`src/hdl/cswq_pkg.sv`:
```
// ----------------------------------------------------------------------------
// cswq_pkg
// Shared codes, state type and controller/datapath interface structs for the
// counting semaphore with a linked-list wait queue.
// ----------------------------------------------------------------------------
package cswq_pkg;

  localparam int CFG_BITS = 16;

  // register indexes
  localparam logic REG_INITIAL_COUNT = 1'b0;
  localparam logic REG_MAX_COUNT     = 1'b1;

  // request actions
  localparam logic [2:0] ACT_ACQUIRE = 3'd0;
  localparam logic [2:0] ACT_TRY     = 3'd1;
  localparam logic [2:0] ACT_RELEASE = 3'd2;
  localparam logic [2:0] ACT_CANCEL  = 3'd3;
  localparam logic [2:0] ACT_QUERY   = 3'd4;

  // result status codes
  localparam logic [2:0] RES_GRANTED   = 3'd0;
  localparam logic [2:0] RES_QUEUED    = 3'd1;
  localparam logic [2:0] RES_BUSY      = 3'd2;
  localparam logic [2:0] RES_HANDED    = 3'd3;
  localparam logic [2:0] RES_RAISED    = 3'd4;
  localparam logic [2:0] RES_CANCELLED = 3'd5;
  localparam logic [2:0] RES_NOEFFECT  = 3'd6;
  localparam logic [2:0] RES_DUPLICATE = 3'd7;

  typedef enum logic [2:0] {
    S_IDLE,
    S_DECIDE,
    S_ENQ_LINK,
    S_ENQ_TAIL,
    S_UNLINK,
    S_DONE
  } state_t;

  // controller to datapath
  typedef struct packed {
    logic       load_item;
    logic       rd_en;
    logic       rd_head;
    logic       dec_count;
    logic       inc_count;
    logic       enq_single;
    logic       enq_link;
    logic       enq_tail;
    logic       unlink;
    logic       out_load;
    logic [2:0] res;
  } cmd_t;

  // datapath to controller
  typedef struct packed {
    logic [2:0] action;
    logic       id_ok;
    logic       pending;
    logic       cnt_pos;
    logic       q_nonempty;
    logic       can_raise;
    logic       out_free;
  } stat_t;

endpackage

```
`src/hdl/cswq_ctrl.sv`:
```
// ----------------------------------------------------------------------------
// cswq_ctrl
// Sequencer for one request: decides the outcome, steps the link table
// updates and hands the result to the output register.
// ----------------------------------------------------------------------------
module cswq_ctrl (
  input  logic           clk,
  input  logic           rst,
  input  logic           in_valid,
  output logic           in_ready,
  input  cswq_pkg::stat_t stat,
  output cswq_pkg::cmd_t  cmd
);
  import cswq_pkg::*;

  state_t     state, state_next;
  logic [2:0] res, res_next;

  always_ff @(posedge clk) begin
    if (rst) begin
      state <= S_IDLE;
      res   <= RES_NOEFFECT;
    end else begin
      state <= state_next;
      res   <= res_next;
    end
  end

  always_comb begin
    state_next = state;
    res_next   = res;
    cmd        = '0;
    cmd.res    = res;
    in_ready   = 1'b0;
    unique case (state)
      S_IDLE: begin
        in_ready = 1'b1;
        if (in_valid) begin
          cmd.load_item = 1'b1;
          state_next    = S_DECIDE;
        end
      end
      S_DECIDE: begin
        state_next = S_DONE;
        res_next   = RES_NOEFFECT;
        unique case (stat.action)
          ACT_ACQUIRE: begin
            if (!stat.id_ok) begin
              res_next = RES_NOEFFECT;
            end else if (stat.pending) begin
              res_next = RES_DUPLICATE;
            end else if (stat.cnt_pos) begin
              cmd.dec_count = 1'b1;
              res_next      = RES_GRANTED;
            end else if (stat.q_nonempty) begin
              cmd.rd_en   = 1'b1;
              cmd.rd_head = 1'b1;
              res_next    = RES_QUEUED;
              state_next  = S_ENQ_LINK;
            end else begin
              cmd.enq_single = 1'b1;
              res_next       = RES_QUEUED;
            end
          end
          ACT_TRY: begin
            if (stat.cnt_pos) begin
              cmd.dec_count = 1'b1;
              res_next      = RES_GRANTED;
            end else begin
              res_next = RES_BUSY;
            end
          end
          ACT_RELEASE: begin
            if (stat.q_nonempty) begin
              cmd.rd_en   = 1'b1;
              cmd.rd_head = 1'b1;
              res_next    = RES_HANDED;
              state_next  = S_UNLINK;
            end else if (stat.can_raise) begin
              cmd.inc_count = 1'b1;
              res_next      = RES_RAISED;
            end else begin
              res_next = RES_NOEFFECT;
            end
          end
          ACT_CANCEL: begin
            if (stat.id_ok && stat.pending) begin
              cmd.rd_en  = 1'b1;
              res_next   = RES_CANCELLED;
              state_next = S_UNLINK;
            end else begin
              res_next = RES_NOEFFECT;
            end
          end
          default: res_next = RES_NOEFFECT;
        endcase
      end
      S_ENQ_LINK: begin
        cmd.enq_link = 1'b1;
        state_next   = S_ENQ_TAIL;
      end
      S_ENQ_TAIL: begin
        cmd.enq_tail = 1'b1;
        state_next   = S_DONE;
      end
      S_UNLINK: begin
        cmd.unlink = 1'b1;
        state_next = S_DONE;
      end
      S_DONE: begin
        if (stat.out_free) begin
          cmd.out_load = 1'b1;
          state_next   = S_IDLE;
        end
      end
      default: state_next = S_IDLE;
    endcase
  end

endmodule

```
`src/hdl/cswq_dp.sv`:
```
// ----------------------------------------------------------------------------
// cswq_dp
// Datapath: count and limit registers, queue head, pending flags, the next
// and previous link tables and the result register.
// ----------------------------------------------------------------------------
module cswq_dp #(
  parameter int MAX_WAITERS = 16,
  parameter int COUNT_BITS  = 16,
  parameter int ID_W        = 4
) (
  input  logic                          clk,
  input  logic                          rst,
  input  logic                          cfg_we,
  input  logic                          cfg_idx,
  input  logic [cswq_pkg::CFG_BITS-1:0] cfg_wdata,
  input  logic [2:0]                    action,
  input  logic [ID_W-1:0]               waiter_id,
  input  cswq_pkg::cmd_t                cmd,
  output cswq_pkg::stat_t               stat,
  output logic                          out_valid,
  input  logic                          out_ready,
  output logic [2:0]                    status,
  output logic                          woken_valid,
  output logic [ID_W-1:0]               woken_id,
  output logic [COUNT_BITS-1:0]         count_now,
  output logic                          waiter_pending
);
  import cswq_pkg::*;

  logic [CFG_BITS-1:0]    max_count;
  logic [COUNT_BITS-1:0]  unit_count;
  logic                   queue_nonempty;
  logic [ID_W-1:0]        queue_head;
  logic [MAX_WAITERS-1:0] pending_flags;

  logic [2:0]      cur_action;
  logic [ID_W-1:0] cur_id;
  logic [ID_W-1:0] victim;
  logic [ID_W-1:0] rd_next, rd_prev;

  logic [ID_W-1:0] next_mem [MAX_WAITERS];
  logic [ID_W-1:0] prev_mem [MAX_WAITERS];

  logic            id_ok;
  logic            cur_pending;
  logic [ID_W-1:0] rd_addr;
  logic            next_we, prev_we;
  logic [ID_W-1:0] next_waddr, next_wdata, prev_waddr, prev_wdata;

  assign id_ok = {1'b0, cur_id} < (ID_W + 1)'(MAX_WAITERS);
  assign cur_pending = id_ok && pending_flags[cur_id];
  assign rd_addr = cmd.rd_head ? queue_head : cur_id;

  always_comb begin
    stat.action     = cur_action;
    stat.id_ok      = id_ok;
    stat.pending    = cur_pending;
    stat.cnt_pos    = unit_count != '0;
    stat.q_nonempty = queue_nonempty;
    stat.can_raise  = ({{CFG_BITS{1'b0}}, unit_count} <
                       {{COUNT_BITS{1'b0}}, max_count}) && (unit_count != '1);
    stat.out_free   = !out_valid || out_ready;
  end

  // link table write ports
  always_comb begin
    next_we    = 1'b0;
    prev_we    = 1'b0;
    next_waddr = cur_id;
    next_wdata = cur_id;
    prev_waddr = cur_id;
    prev_wdata = cur_id;
    if (cmd.enq_single) begin
      next_we = 1'b1;
      prev_we = 1'b1;
    end else if (cmd.enq_link) begin
      next_we    = 1'b1;
      prev_we    = 1'b1;
      next_wdata = queue_head;
      prev_wdata = rd_prev;
    end else if (cmd.enq_tail) begin
      next_we    = 1'b1;
      prev_we    = 1'b1;
      next_waddr = rd_prev;
      prev_waddr = queue_head;
    end else if (cmd.unlink) begin
      next_we    = 1'b1;
      prev_we    = 1'b1;
      next_waddr = rd_prev;
      next_wdata = rd_next;
      prev_waddr = rd_next;
      prev_wdata = rd_prev;
    end
  end

  always_ff @(posedge clk) begin
    if (next_we) begin
      next_mem[next_waddr] <= next_wdata;
    end
    if (prev_we) begin
      prev_mem[prev_waddr] <= prev_wdata;
    end
    if (cmd.rd_en) begin
      rd_next <= next_mem[rd_addr];
      rd_prev <= prev_mem[rd_addr];
      victim  <= rd_addr;
    end
    if (cmd.load_item) begin
      cur_action <= action;
      cur_id     <= waiter_id;
    end
  end

  // semaphore state
  always_ff @(posedge clk) begin
    if (rst) begin
      max_count      <= '1;
      unit_count     <= COUNT_BITS'(1);
      queue_nonempty <= 1'b0;
      queue_head     <= '0;
      pending_flags  <= '0;
    end else if (cfg_we) begin
      if (cfg_idx == REG_INITIAL_COUNT) begin
        unit_count     <= COUNT_BITS'({{COUNT_BITS{1'b0}}, cfg_wdata});
        queue_nonempty <= 1'b0;
        queue_head     <= '0;
        pending_flags  <= '0;
      end else begin
        max_count <= cfg_wdata;
      end
    end else begin
      if (cmd.dec_count) begin
        unit_count <= unit_count - COUNT_BITS'(1);
      end else if (cmd.inc_count) begin
        unit_count <= unit_count + COUNT_BITS'(1);
      end
      if (cmd.enq_single) begin
        queue_head             <= cur_id;
        queue_nonempty         <= 1'b1;
        pending_flags[cur_id]  <= 1'b1;
      end
      if (cmd.enq_link) begin
        pending_flags[cur_id] <= 1'b1;
      end
      if (cmd.unlink) begin
        pending_flags[victim] <= 1'b0;
        if (queue_head == victim) begin
          if (rd_next == victim) begin
            queue_nonempty <= 1'b0;
            queue_head     <= '0;
          end else begin
            queue_head <= rd_next;
          end
        end
      end
    end
  end

  // result register
  always_ff @(posedge clk) begin
    if (rst) begin
      out_valid <= 1'b0;
    end else if (cmd.out_load) begin
      out_valid <= 1'b1;
    end else if (out_ready) begin
      out_valid <= 1'b0;
    end
  end

  always_ff @(posedge clk) begin
    if (cmd.out_load) begin
      status         <= cmd.res;
      woken_valid    <= cmd.res == RES_HANDED;
      woken_id       <= (cmd.res == RES_HANDED) ? victim : '0;
      count_now      <= unit_count;
      waiter_pending <= cur_pending;
    end
  end

endmodule

```
`src/hdl/counting_semaphore_wait_queue.sv`:
```
// ----------------------------------------------------------------------------
// counting_semaphore_wait_queue
// Counting semaphore with a FIFO wait queue of waiter ids kept as a circular
// doubly linked list. One request in, one result out. Each request passes a
// decide and a done step; a release that hands over or a cancel adds an
// unlink step, and an acquire that joins a non-empty queue adds a link and
// a tail step, as the link tables have a registered read port and a single
// write port each. A request is taken once the last result is loaded, while
// that result waits in the output register. Writing initial_count reloads
// the count and empties the queue at once; there is no clearing pass.
// ----------------------------------------------------------------------------
module counting_semaphore_wait_queue #(
  parameter int MAX_WAITERS = 16,
  parameter int COUNT_BITS  = 16,
  parameter int ID_W        = $clog2(MAX_WAITERS)
) (
  input  logic                          clk,
  input  logic                          rst,
  input  logic                          cfg_we,
  input  logic                          cfg_idx,
  input  logic [cswq_pkg::CFG_BITS-1:0] cfg_wdata,
  input  logic                          in_valid,
  output logic                          in_ready,
  input  logic [2:0]                    action,
  input  logic [ID_W-1:0]               waiter_id,
  output logic                          out_valid,
  input  logic                          out_ready,
  output logic [2:0]                    status,
  output logic                          woken_valid,
  output logic [ID_W-1:0]               woken_id,
  output logic [COUNT_BITS-1:0]         count_now,
  output logic                          waiter_pending
);
  import cswq_pkg::*;

  cmd_t  cmd;
  stat_t stat;

  cswq_ctrl u_ctrl (
    .clk      (clk),
    .rst      (rst),
    .in_valid (in_valid),
    .in_ready (in_ready),
    .stat     (stat),
    .cmd      (cmd)
  );

  cswq_dp #(
    .MAX_WAITERS (MAX_WAITERS),
    .COUNT_BITS  (COUNT_BITS),
    .ID_W        (ID_W)
  ) u_dp (
    .clk            (clk),
    .rst            (rst),
    .cfg_we         (cfg_we),
    .cfg_idx        (cfg_idx),
    .cfg_wdata      (cfg_wdata),
    .action         (action),
    .waiter_id      (waiter_id),
    .cmd            (cmd),
    .stat           (stat),
    .out_valid      (out_valid),
    .out_ready      (out_ready),
    .status         (status),
    .woken_valid    (woken_valid),
    .woken_id       (woken_id),
    .count_now      (count_now),
    .waiter_pending (waiter_pending)
  );

endmodule

```
`config.mk`:
```
export PLATFORM = sky130hd
export DESIGN_NAME = counting_semaphore_wait_queue
export DESIGN_NICKNAME = d
export VERILOG_FILES = /design/src/hdl/cswq_pkg.sv /design/src/hdl/cswq_ctrl.sv /design/src/hdl/cswq_dp.sv /design/src/hdl/counting_semaphore_wait_queue.sv
export SDC_FILE = /design/constraint.sdc
export NUM_CORES = 1
export LEC_CHECK = 0
export BUFFER_PORTS_ARGS = -buffer_cell sky130_fd_sc_hd__buf_2
export CORE_AREA = 3 3 158 145
export DETAILED_ROUTE_END_ITERATION = 8
export DIE_AREA = 0 0 161 148
export GPL_TIMING_DRIVEN = 0
export MAX_ROUTING_LAYER = met4
export PLACE_DENSITY = 0.75
export SETUP_SLACK_MARGIN = 0.2
export SYNTH_ARGS = -nofsm -noshare
export SYNTH_HDL_FRONTEND = slang
export SYNTH_SLANG_ARGS = --single-unit
```
`constraint.sdc`:
```
create_clock -name clk -period 4.1 [get_ports clk]
set_input_delay 0.615 -clock clk [delete_from_list [all_inputs] [get_ports clk]]
set_output_delay 0.615 -clock clk [all_outputs]
set_load 0.02 [all_outputs]
```
Yosys cells after proc, flatten, opt, wreduce, memory -nomap -nowiden --
Memories as Yosys holds them, arrays and structs flattened. A register that Yosys moved wholly into a read port is not among the register bits. Cells that the tools add are included. W data, S select, Z words.
Cells by class: $add $sub $neg 2, bitwise gates (word level) 4, equality and inequality tests 15, muxes and demuxes 94, reductions and logical operators 14, magnitude comparators 5
Operators by type and width (number):
- $mux W16 | 13
- $mux W4 | 21
- $mux W1 | 37
- $or A16 B16 Y16 | 2
- $mux W3 | 8
- $add A16 B1 Y16 const B | 1
- $and A16 B16 Y16 | 1
- $lt A16 B16 Y1 | 1
- $ne A16 B16 Y1 const B | 1
- $not A16 Y16 | 1
- $reduce_bool A16 Y1 | 1
- $sub A16 B1 Y16 const B | 1
- $eq A3 B2 Y1 const B | 5
- $pmux W3 S5 | 1
- $pmux W3 S4 | 1
- $lt A4 B5 Y1 const B | 2
- $mux W2 | 5
- $pmux W3 S3 | 1
- $demux W1 S4 | 2
- $eq A4 B4 Y1 | 2
- $ge A4 B1 Y1 const B | 2
- $eq A3 B1 Y1 const B | 2
- $eq A3 B3 Y1 const B | 2
- $logic_not A3 Y1 | 2
- other kinds (12) | 19
Storage, ports and cells: memories 2, logic and storage cells 152, register bits after elaboration 96, memory bits (writable) 128, bits of input ports 29, output and inout port bits 27
Memories:
- u_dp.next_mem | words 16, bits a word 4, rd ports 1, clocked after memory_dff 1, write ports 1, RTL line cswq_dp.sv:41 | logic [ID_W-1:0] next_mem [MAX_WAITERS];
- u_dp.prev_mem | words 16, bits a word 4, rd ports 1, clocked after memory_dff 1, write ports 1, RTL line cswq_dp.sv:42 | logic [ID_W-1:0] prev_mem [MAX_WAITERS];

Longest topological paths before layout --
depth after elaboration 16, depth in mapped cells 16, gate-level depth less buffers 14

Modules after synthesis --
A second synthesis with hierarchy kept.
Unflattened totals: cell total of the unflattened synthesis 1111, area total of the unflattened synthesis 11468.5 um^2
By module, submodules not included:
- cswq_dp | seq. area each 6246.0 um^2, area an instance 10872.9 um^2, times used 1, cells an instance 1040
- cswq_ctrl | seq. area each 120.1 um^2, area an instance 595.6 um^2, times used 1, cells an instance 71

Worst setup path before layout --
Ideal clock, no wire load.
path type reg2reg, start register u_dp.cur_id[1], end register u_dp.unit_count[15], required time 3965 ps, arrival 4351 ps, setup slack -387 ps, buffers on the path 2, cell stages (with the launch flop) 17, clock period less this slack 4487 ps, setup time 135 ps, cells stage by stage edfxtp_1 buf_1 mux4_2 mux4_2 nor2b_1 nor2_1 and3_1 clkbuf_1 ha_1 a21o_1 a21oi_1 o21a_1 o21ai_0 a31oi_1 o21ai_0 a221oi_1 o221ai_1
Between the ends: cells in the longest elaborated chain, start to end 7, elaborated cells between the ends (all ways) 9, classes of those cells mux: 7; reduce/logical: 2
Ends and longest elaborated chain:
- from (decl) | RTL line cswq_dp.sv:37 | logic [ID_W-1:0] cur_id;
- from (signal assigned) | RTL line cswq_dp.sv:110 | cur_id <= waiter_id;
- $bmux W1 S4 (*) | RTL line cswq_dp.sv:51 | assign cur_pending = id_ok && pending_flags[cur_id];
- $mux W1 (not written as such) (*) | RTL line cswq_dp.sv:51
- $mux W3 (*) | RTL line cswq_ctrl.sv:50 | end else if (stat.pending) begin
- $pmux W1 S2 (*) | RTL line cswq_ctrl.sv:46 | unique case (stat.action)
- $mux W5 (*) | RTL line cswq_ctrl.sv:35 | unique case (state)
- $reduce_bool A3 Y1 (no source line) or $mux W16 (tied branches)
- $reduce_and A2 Y1 (no source line) or $mux W16 (tied branches)
- to (signal assigned) | RTL line cswq_dp.sv:124 | unit_count <= COUNT_BITS'({{COUNT_BITS{1'b0}}, cfg_wdata});
- to (signal assigned) | RTL line cswq_dp.sv:133 | unit_count <= unit_count - COUNT_BITS'(1);
- to (signal assigned) | RTL line cswq_dp.sv:135 | unit_count <= unit_count + COUNT_BITS'(1);
- to (decl) | RTL line cswq_dp.sv:31 | logic [COUNT_BITS-1:0] unit_count;
Mark *: on every way between the ends. The rest lies on a longest branch, timed or not. The select of a mux whose other input is x is not followed. A chain may end at the register's enable or synchronous reset.

Worst setup path in the final report --
start register u_dp.cur_id[0], end register u_dp.unit_count[7]
Same word-level chain as after synthesis.

==> flow_summary.ini <==
[power_and_ir_drop]
switching_share_pct = 26.4
ir_worst_vdd_uv = 388
p_switching_w = 0.00149
pwr-share-clk_pct = 37.7
internal_power_w = 0.00415
leakage_nw = 5.24
total_power_w = 0.00564
pwr-share-comb_pct = 14.7
seq_power_share_pct = 47.5
power_density_nw_per_um2 = 393

[final_layout]
syn_to_final_growth_pct = 20.3
fin_util_pct = 66.8
fin_nets = 1324
diodes = 0
drive_gt1_share_pct = 19.6
design_area_um2 = 14300

[route]
vias = 9860
drc = 0
drt_first_iter_violations = 1050
wl_per_cell_um = 21.3
first_pass_iters = 6
finalWirelength_um = 33500
drtAntennaViolNets = 0
avgViaCountPerCell = 6.26

[cts]
cts_tree = done
cts_num_sinks = 232
cts_hold_buf = 0
cts_buffer_depth = 3
cts_buffers = 24
insertion_delay_ps = 520
cts-root-buf = clkbuf_16
cts_max_level = 1
clk_pin_slew_worst_paths_ps = 60

[floorplan]
fp-row-count = 51
fp.dieH_um = 148
fp.dieW_um = 161
io_pins = 56
core_area_um2 = 21400
dieArea_um2 = 23800
initial_core_util_pct = 55.5

[place]
portBuffers = 53
hpwlAfterDp_um = 23000
gp_congestion = 0.972
post_dp_cell_area_um2 = 12600

[grt]
grt.met2_usage_pct = 42.6
grt_pass1_vias = 9088
grt_max_degree = 26
track_usage_pct = 27.8
top_usage_layer = met2
antenna_found_initial = 0
grt_util_met1_pct = 39.7
gr-total-overflow = 0
grt_pass1_wl_um = 50900
met3_usage_pct = 3.31

[synthesis]
synthCells = 1142
syn_avg_cell_area_um2 = 10.4
synth-simple-area-share_pct = 16.5
syn-num-nets = 1201
muxShareOfSynthArea_pct = 5.75
synth_compound_area_share_pct = 15.6
ys_types = 67
synth_edf_count = 172
syn-cell-area_um2 = 11900
synthArstFlopShare_pct = 0
synth_top_family_by_area = simple AND/OR/NAND/NOR gates
synth_fa_ha_area_share_pct = 3.21
yosysSeqAreaShare_pct = 53.5
synth_flop_cell = edfxtp_1
synth-seq-cells = 232
synth_xor_area_share_pct = 1.40
ys_warn_count = 0

[sta]
tns_ps = 0
maxSlewHeadroom_pct = 10.8
fmax_mhz = 249
period_share_pct = 97.8
finClkSkew_ps = 7.79
rsz0062_at_grt = true
min_period_ps = 4010
slew_violations = 0
tightest_slew_ps = 1340
hold_viol = 0
setup_viol = 0

[setup_path]
endpoint_kind = register
crit_slowest_cell = mux4_2
crit_chain = buf_6 -> mux4_2 -> mux4_2 -> nor2b_4 -> nor2_2 -> and3_4 -> clkbuf_16 -> ha_1 -> a21o_1 -> a21oi_2 -> o21a_1 -> buf_4 -> o21ai_1 -> a21oi_1 -> xnor2_1 -> nand2_1 -> a311oi_1
arrival_ps = 4420
required_ps = 4510
crit_fanout = 6
crit_type = register to register
crit_top_cell = mux4_2
slowest_delay_ps = 520
start_kind = register

[run_status]
outcome = finished, final reports clean

[worst_hold_path]
hold_path_class = input pin to register

[job]
drv_cap = 0
metrics by stage:
stage	setup WS [ps]	hold WS (ps)	std cells
final	89.2	272	1574
after global routing	-97.9	264	1574
after CTS	111	262	1565
after detailed placement	-353	445	1490
after global placement	-372	446	1486
after floorplan	207	430	1142
synthesized netlist by cell type, types with 3 or more instances:
library cell  count  area (um2)
edfxtp_1        172        5160
nor2_1          118         443
nand2_1         108         405
a21oi_1          91         455
o21ai_0          63         315
dfxtp_1          60        1200
clkbuf_1         57         214
mux2i_1          38         380
ha_1             29         363
inv_1            29         109
a31oi_1          26         163
nor3_1           26         130
and3_1           24         150
nand3_1          23         115
a211o_1          19         166
nand3b_1         19         143
a211oi_1         17         128
a311oi_1         17         149
nand2b_1         17         106
nor4_1           17         106
xnor2_1          15         131
nand4_1          14        87.6
nor2b_1          14        87.6
mux4_2           13         293
o211ai_1         13        97.6
o31ai_1          10        75.1
a21o_1            7        52.6
buf_2             7        35.0
buf_6             7        78.8
and2_1            6        37.5
buf_1             5        18.8
o31a_1            5        43.8
or3_1             5        31.3
nor3b_1           4        30.0
o21bai_1          4        30.0
xor2_1            4        35.0
a221oi_1          3        26.3
o22ai_1           3        18.8
logic make-up (layout without fill, tap and decap cells):
group	Yosys count	count (layout)
adder cells (fa/ha/maj)	30	30
XOR/XNOR	19	19
flip-flops	232	232
AO/OA/AOI/OAI	293	293
AND/OR/NAND/NOR	406	406
multiplexers	52	52
buffers and inverters	110	251
state kept, by name (all words and copies together), names as in the netlist, 4 cells and up:
| name | count |
|---|---|
| u_dp.next_mem | 64 |
| u_dp.prev_mem | 64 |
| u_dp.count_now | 16 |
| u_dp.max_count | 16 |
| u_dp.pending_flags | 16 |
| u_dp.unit_count | 16 |
| u_dp.cur_id | 4 |
| u_dp.queue_head | 4 |
| u_dp.rd_next | 4 |
| u_dp.rd_prev | 4 |
| u_dp.victim | 4 |
| u_dp.woken_id | 4 |
what timing repair did:
action | 4_1_cts | 5_1_grt
setup endpoints to repair | 57 | 94
gates resized for setup | 61 | 75
pin swaps | 22 | 31
buffers inserted | 29 | 8
gates cloned | 2 | 0
worst paths after layout:
check	to	from	cells past startpoint	slack, ps
max	u_dp.unit_count[7]	u_dp.cur_id[0]	17	90
min	u_dp.cur_id[3]	waiter_id[3]	1	270
max reg2reg	u_dp.unit_count[7]	u_dp.cur_id[0]	17	90
min reg2reg	u_dp.status[1]	u_ctrl.res[1]	0	460
cell type report:
type / instances / area [um2]
clock inverters: 11 / 116
clock buffers: 33 / 644
flip-flops and latches: 232 / 6370
multi-input cells: 800 / 5640
inverters: 33 / 125
well taps: 291 / 364
plain buffers: 77 / 398
repair buffers: 97 / 669
fillers: 1591 / 7110
routing by layer:
| metal | wire [um] | vias up | share of wire [%] |
|---|---|---|---|
| met5 | 0 | - | 0 |
| met3 | 3070 | 99 | 9.2 |
| met2 | 15200 | 558 | 45 |
| met4 | 1040 | 0 | 3.1 |
| li1 | - | 4526 | - |
| met1 | 14200 | 4677 | 42 |
worst max-delay path, delay by kind of cell (launching register included):
family	cells	cell delay (ps)
AOI/OAI and AO/OA	6	1130
xor gates and xnor gates	1	140
and+or+nand+nor	4	610
adders and majority gates	1	230
muxes	2	1030
DFF	1	340
buffers and inverters	3	440
cell usage in the layout, fill, tap and decap left out, drive strengths merged, types with 31 or more instances in the layout:
| cell | instances |
|---|---|
| clkbuf | 95 |
| dfxtp | 60 |
| edfxtp | 172 |
| nor2 | 118 |
| a21oi | 91 |
| inv | 31 |
| buf | 112 |
| mux2i | 38 |
| nand2 | 109 |
| o21ai | 65 |
power groups by stage:
| stage | Sequential (W) | Combinational [W] | Clock (W) |
|---|---|---|---|
| after floorplan | 0.00271 | 0.000457 | 0 |
| after global placement | 0.00273 | 0.000653 | 0 |
| after detailed placement | 0.00273 | 0.000677 | 0 |
| after CTS | 0.00268 | 0.000744 | 0.00213 |
| after global routing | 0.00268 | 0.000889 | 0.00224 |
| final | 0.00268 | 0.000831 | 0.00213 |
No activity file was read; power rests on OpenSTA's default activity.
